--- src/rtl/etcb_ram.sv ---
// ----------------------------------------------------------------------------
// etcb_ram
// Generic single-write, single-read RAM with a registered read port.
// ----------------------------------------------------------------------------
`default_nettype none

module etcb_ram #(
	parameter int WIDTH = 8,
	parameter int DEPTH = 16
) (
	input  wire logic                                     clk,
	input  wire logic                                     we,
	input  wire logic [((DEPTH > 1) ? $clog2(DEPTH) : 1)-1:0] waddr,
	input  wire logic [WIDTH-1:0]                         wdata,
	input  wire logic [((DEPTH > 1) ? $clog2(DEPTH) : 1)-1:0] raddr,
	output logic      [WIDTH-1:0]                         rdata
);

	logic [WIDTH-1:0] mem [DEPTH];

	always_ff @(posedge clk) begin
		if (we) begin
			mem[waddr] <= wdata;
		end
		rdata <= mem[raddr];
	end

endmodule

`default_nettype wire

--- config.mk ---
export PLATFORM = sky130hd
export DESIGN_NAME = etcb_ram
export DESIGN_NICKNAME = d
export VERILOG_FILES = /design/src/rtl/etcb_ram.sv
export SDC_FILE = /design/constraint.sdc
export NUM_CORES = 1
export LEC_CHECK = 0
export BUFFER_PORTS_ARGS = -buffer_cell sky130_fd_sc_hd__clkbuf_2
export CORE_ASPECT_RATIO = 1.1
export CORE_MARGIN = 8
export CORE_UTILIZATION = 48
export DETAILED_ROUTE_END_ITERATION = 8
export GPL_TIMING_DRIVEN = 0
export PLACE_DENSITY = 0.7
export SYNTH_ARGS = -nofsm -noshare
export SYNTH_HDL_FRONTEND = slang
export SYNTH_SLANG_ARGS = --single-unit
--- constraint.sdc ---
create_clock -name clk -period 2.4 [get_ports clk]
set_input_delay 0.24 -clock clk [delete_from_list [all_inputs] [get_ports clk]]
set_output_delay 0.24 -clock clk [all_outputs]
set_load 0.01 [all_outputs]
Yosys cells after proc, flatten, opt, wreduce, memory -nomap -nowiden
Memories as Yosys holds them, arrays and structs flattened. A register that Yosys moved wholly into a read port is not among the register bits. Cells that the tools add are included.

Shift-type cells: 0. Mux-type cells: 2. Bitwise operators: 0. Magnitude comparators: 0. $mul: 0. Div/mod/pow operators: 0. Add/sub/neg operators: 0. Reductions and logical operators: 0. Equality and inequality tests: 0.

Operators with widths (number): $mux 1 (2).

Latch bits: 0. Bits in read-only memories: 0. Register bits: 0. Output and inout port bits: 8. Memories: 1. Bits of input ports: 18. Bits in writable memories: 128.

Memories: mem (words 16, width 8, rd ports 1, clocked after memory_dff 1, wr ports 1, RTL line 19) `logic [WIDTH-1:0] mem [DEPTH];`.

Depth between registers and ports, before layout
Gate-level depths: netlist of the first run.

Word-level depth: 2. Depth in mapped cells: 5. Gate-level depth less buffers: 3.

Worst setup path after synthesis of the first run
No wires, ideal clock.

Path kind: input to register. Start: input port waddr[2] (netlist name). End: memory mem[0][0] (enable). Data required time: 2017 ps. Path buffers: 0. Data arrival time: 1350 ps. Stages: 2. Slack: 667 ps. Cell sequence: or3b_2 nor3_1.

RTL lines: start, declared (RTL line 13) `input wire logic [((DEPTH > 1) ? $clog2(DEPTH) : 1)-1:0] waddr,`; end, declared (RTL line 19).

No word-level cell before the write port.

Worst setup path in the final report of the first run
Start: input port waddr[2] (netlist name). End: memory mem[0][7] (enable).

No word-level cell before the write port.

==> results of run 1 <==
routing by layer:
layer	vias up	global-route usage, %	share of wire, %
met2	73	23.4	50
met3	20	5.04	6.5
met1	1249	18.3	42
met5	-	0	0
met4	0	6.73	2.0
li1	1062	-	-
critical path, cell delays in order:
cell	delay [ns]
clkbuf_2	0.10
or3b_2	0.54
nor3_1	1.03
sequential cells by signal, summed over array words and instances, names as in the netlist:
register  count
mem         128
rdata         8
cells by family after synthesis:
group	after synthesis	synth area share, %
flip-flops	136	77.8
AO/OA/AOI/OAI	16	2.33
multiplexers	32	15.0
buffers and inverters	10	1.68
AND/OR/NAND/NOR	35	3.18
stage by stage:
stage | instances | total power [mW] | setup slack (ns)
floorplan | 229 | 2.86 | 0.667
global route | 428 | 5.94 | 0.463
finish | 428 | 5.79 | 0.510
global placement | 396 | 2.96 | 0.101
detailed placement | 396 | 2.98 | 0.106
CTS | 428 | 5.82 | 0.498
synthesized netlist by cell type:
library cell and n:
edfxtp_1 128, mux4_2 18, a22oi_1 16, mux4_1 14
nor2_1 13, nand2_1 9, dfxtp_1 8, nor3_1 4
buf_2 3, buf_6 3, clkdlybuf4s25_2 3, nand2b_1 2
nand3b_1 2, and2_1 1, and2b_1 1, buf_4 1
nand3_1 1, nor2b_1 1, or3b_2 1
where the power goes:
part | switching [mW] | internal, mW
clock | 0.930 | 1.93
sequential | 0.0128 | 2.66
combinational | 0.150 | 0.105
path summary, 6_finish.rpt:
check | start | to | slack, ns | cells after the start
worst min-delay path | wdata[0] | mem[3][0] | 0.29 | 1
worst max register to register | mem[2][0] | rdata[0] | 1.02 | 3
worst max-delay path | waddr[2] | mem[0][7] | 0.51 | 3
worst min register to register | mem[10][7] | rdata[7] | 0.69 | 3
cell type report:
type | count | area (µm²)
Fill cell | 767 | 4340
Sequential cell | 136 | 4000
Multi-Input combinational cell | 83 | 1060
Clock buffer | 17 | 425
Clock inverter | 15 | 231
Tap cell | 143 | 179
Timing Repair Buffer | 24 | 120
Buffer | 10 | 86.3
==> run metrics, run 1 <==
Die Area=0.0143 mm²; Leak Pwr=2.06 nW; Final Skew=0.00476 ns; hold_ws=0.289 ns; Power per Cell Area=948 mW/mm²; Post-DP HPWL=6190 µm; Yosys warning total=0; Area growth syn-to-layout=18.6%; IO buf count=24; Setup CP Type=input pin to flop; post-synth top area share=74.7%; clk slew on worst S/H paths=0.06 ns; FP Rows=39; crit path launch type=input pin; first-pass GRT wire length=14800 µm; Detailed Routing Iterations Pass 1=4; pin count of the biggest net entering global routing=17; Sum Neg Setup Slack=0 ns; WP data arrival=1.91 ns; syn_area_per_cell=22.5 µm²; Syn Inst Count=229; Final Hold Fails=0; fraction of layout cells with a size suffix above 1=29.1%; clock tree from TritonCTS=done; Peak VDD IR=0.000552 V; WP data required=2.42 ns; final core occ=58.4%; worst min path class=input pin to flop; top cells by area, synth=edfxtp_1 (75%), mux4_2 (7.9%), mux4_1 (7.1%); DR DRC count=0; nature of the critical path endpoint=flop; Post-Syn Nets=247; commonest cells after routing, fill and taps aside=edfxtp_1 (128), clkbuf_2 (24), mux4_2 (18), clkbuf_16 (17), a22oi_1 (16); Antenna Cells=0; total gr overflow=0; period utilization=78.7%; post-CTS resize count=0; leading cell type in the layout, fill and taps excluded=edfxtp_1; root buffer cell=clkbuf_16; # nets final=290; Seq cells post-synth=136; # IOs=26; Die Height=125 µm; Setup-failing EPs final=0; Routed Antenna Nets=0; post-CTS setup buffers=0; clk sink count=136; post-cts hold buffer count=0; Pins Over Slew Limit=0; Max-Cap Viols=0; relative slew slack=7.89%; latest clock arrival within the worst-skew pair=0.41 ns; Initial Util=49.3%; Final Instance Area=0.00610 mm²; Synth area leader=edfxtp_1; cts bufs inserted=17; drt total wl=9960 µm; Slew @ Worst Pin=1.37 ns; final weighted congestion in routability-driven placement=0.730; drt wl/cell=23.3 µm; CP max FO=8; status=finished clean; vias per inst=5.62; H-tree depth=4; DR iter-0 viols=152; Area after DPL=0.00545 mm²; sequential share of the synthesized area=77.8%; overall routing resource usage=14.9%; vias in the first global route=2543; Yosys cell types=19; RSZ-0062 raised after global routing=no; Core Area=0.0104 mm²; fin crit period=1.89 ns; CTS Buffer Depth=2; Mapped Area=0.00515 mm²; initial antenna violation count=0; Fmax=529 MHz; DIE WIDTH=115 µm; Vias=2404
Note: power is estimated with default switching activity, not from simulation.
==> run 2: changes to the inputs <==
- PLACE_DENSITY: 0.7 -> 0.72
- clock period: 2.4 -> 1.55 ns (I/O delays scaled with it)
==> run metrics, run 2 (synthesis results as in run 1) <==
Core Area=0.0104 mm² (unchanged); drt total wl=9630 µm (-3.3%); Antenna Cells=0 (unchanged); Sequential Power Share=50.8% (+4.7 points); crit path launch type=flop; FP Rows=39 (unchanged); clk sink count=136 (unchanged); root buffer cell=clkbuf_16; post-CTS setup buffers=0 (unchanged); Clock Power Share=44.3% (-5.1 points); Pins Over Slew Limit=0 (unchanged); leading cell type in the layout, fill and taps excluded=edfxtp_1; DIE WIDTH=115 µm (unchanged); max reg flops=128 (unchanged); CP max FO=1 (-7); Sw Share=19.4% (+0.48 points); Max-Cap Viols=0 (unchanged); clock tree from TritonCTS=done; Setup-failing EPs final=0 (unchanged); Reg with most FFs=mem; Die Area=0.0143 mm² (unchanged); hold_sp=wdata[6]; first-pass GRT wire length=14300 µm (-3.4%); Die Height=125 µm (unchanged); nature of the critical path endpoint=flop; Net Switching=1.58 mW (+44%); DR iter-0 viols=228 (+50%); Fmax=683 MHz; # nets final=290 (unchanged); worst min path class=input pin to flop; Detailed Routing Iterations Pass 1=4 (unchanged); # IOs=26 (unchanged); fraction of layout cells with a size suffix above 1=28.5% (-0.60 points); latest clock arrival within the worst-skew pair=0.42 ns (about the same); pin count of the biggest net entering global routing=17 (unchanged); Initial Util=49.3% (unchanged); WP data arrival=1.74 ns (-0.17 ns); CTS Buffer Depth=2 (unchanged); Post-DP HPWL=6040 µm (-2.5%); Peak VDD IR=0.000713 V (+29%); overall routing resource usage=14.2% (-0.73 points); Power per Cell Area=1360 mW/mm² (+43%); DR DRC count=0 (unchanged); Design Power=8.14 mW (+41%); fin crit period=1.46 ns; period utilization=94.4%; Reg2Reg Setup Slack=0.09 ns (-0.93 ns); drt wl/cell=22.5 µm (-3.1%); IO buf count=24 (unchanged); Final Skew=0.0185 ns (+0.0138 ns); Final Hold Fails=0 (unchanged); vias in the first global route=2417 (-5.0%); post-cts hold buffer count=0 (unchanged); Area growth syn-to-layout=16.5%; H-tree depth=4 (unchanged); final weighted congestion in routability-driven placement=0.763 (+4.6%); relative slew slack=20.5% (+13 points); status=finished clean; worst r2r src=mem[5][0]; Regs by FF count=mem (128), rdata (8); hold_ws=0.191 ns (-0.0973 ns); cts bufs inserted=17 (unchanged); WP data required=1.82 ns (-0.60 ns); Vias=2360 (-1.8%); RSZ-0062 raised after global routing=no; reg-to-reg endpoint=rdata[0]; commonest cells after routing, fill and taps aside=edfxtp_1 (128), clkbuf_2 (24), mux4_2 (18), clkbuf_16 (17), a22oi_1 (16); Hold Path Stages=1 (unchanged); clk slew on worst S/H paths=0.05 ns (about the same); total gr overflow=0 (unchanged); worst r2r path cells=3 (unchanged); Setup CP Type=flop to flop; Slew @ Worst Pin=1.18 ns (-0.188 ns); Routed Antenna Nets=0 (unchanged); Leak Pwr=2.01 nW (-2.2%); design internal power=6.56 mW (+40%); Hold Crit Endpoint=mem[8][6]; initial antenna violation count=0 (unchanged); combinational share of power=4.8% (+0.4 points); vias per inst=5.53 (-1.6%)
[run 2: cell type report]
class | count | area (µm²)
Buffer | 10 | 86.3
Multi-Input combinational cell | 83 | 1070
Clock inverter | 3 | 15.0
Clock buffer | 28 | 527
Timing Repair Buffer | 24 | 120
Fill cell | 776 | 4440
Tap cell | 143 | 179
Sequential cell | 136 | 4000
[run 2: what timing repair did]
action,4_1_cts,5_1_grt
endpoints found under the setup margin,0,8
resized for setup,0,1
hold endpoints to repair,0,0
[run 2: worst max-delay path by stage]
| stage | start | endpoint | slack, ns | cells past startpoint |
|---|---|---|---|---|
| global route | we | mem[12][7] | 0.06 | 3 |
| CTS | waddr[2] | mem[8][1] | 0.005 | 3 |
| finish | mem[5][0] | rdata[0] | 0.09 | 3 |
| floorplan | waddr[2] | mem[3][0] | 0.13 | 2 |
| global placement | waddr[2] | mem[8][1] | -0.37 | 3 |
| detailed placement | waddr[2] | mem[8][1] | -0.40 | 3 |
[run 2: metrics by stage]
step	setup WS [ns]	utilization [%]	std cells	instance area, µm²	TNS (ns)
final	0.0865	57.4	427	6000	0
after floorplan	0.129	-	229	5150	0
after detailed placement	-0.400	52.2	396	5450	-16.42
after CTS	0.00461	57.4	427	5990	0
after global placement	-0.371	52.2	396	5450	-15.36
after global routing	0.0583	57.4	427	6000	0
[run 2: power groups by stage]
stage | registers [mW] | clock network (mW) | logic, mW
6_report | 4.14 | 3.61 | 0.392
5_1_grt | 4.14 | 3.81 | 0.419
4_1_cts | 4.14 | 3.66 | 0.398
3_5_place_dp | 4.21 | 0 | 0.396
3_3_place_gp | 4.20 | 0 | 0.386
2_1_floorplan | 4.22 | 0 | 0.209
[run 2: worst max-delay path: stages, from the launching register on]
cell and delay, ns:
edfxtp_1 0.36, mux4_1 0.53, a22oi_1 0.31, nand2_1 0.12
[run 2: layer usage]
metal	share of wire, %	up-vias	global-route usage [%]
met5	0	-	0
met4	1.5	0	6.50
met3	6.5	10	4.36
met2	49	76	21.9
met1	43	1213	17.9
li1	-	1061	-
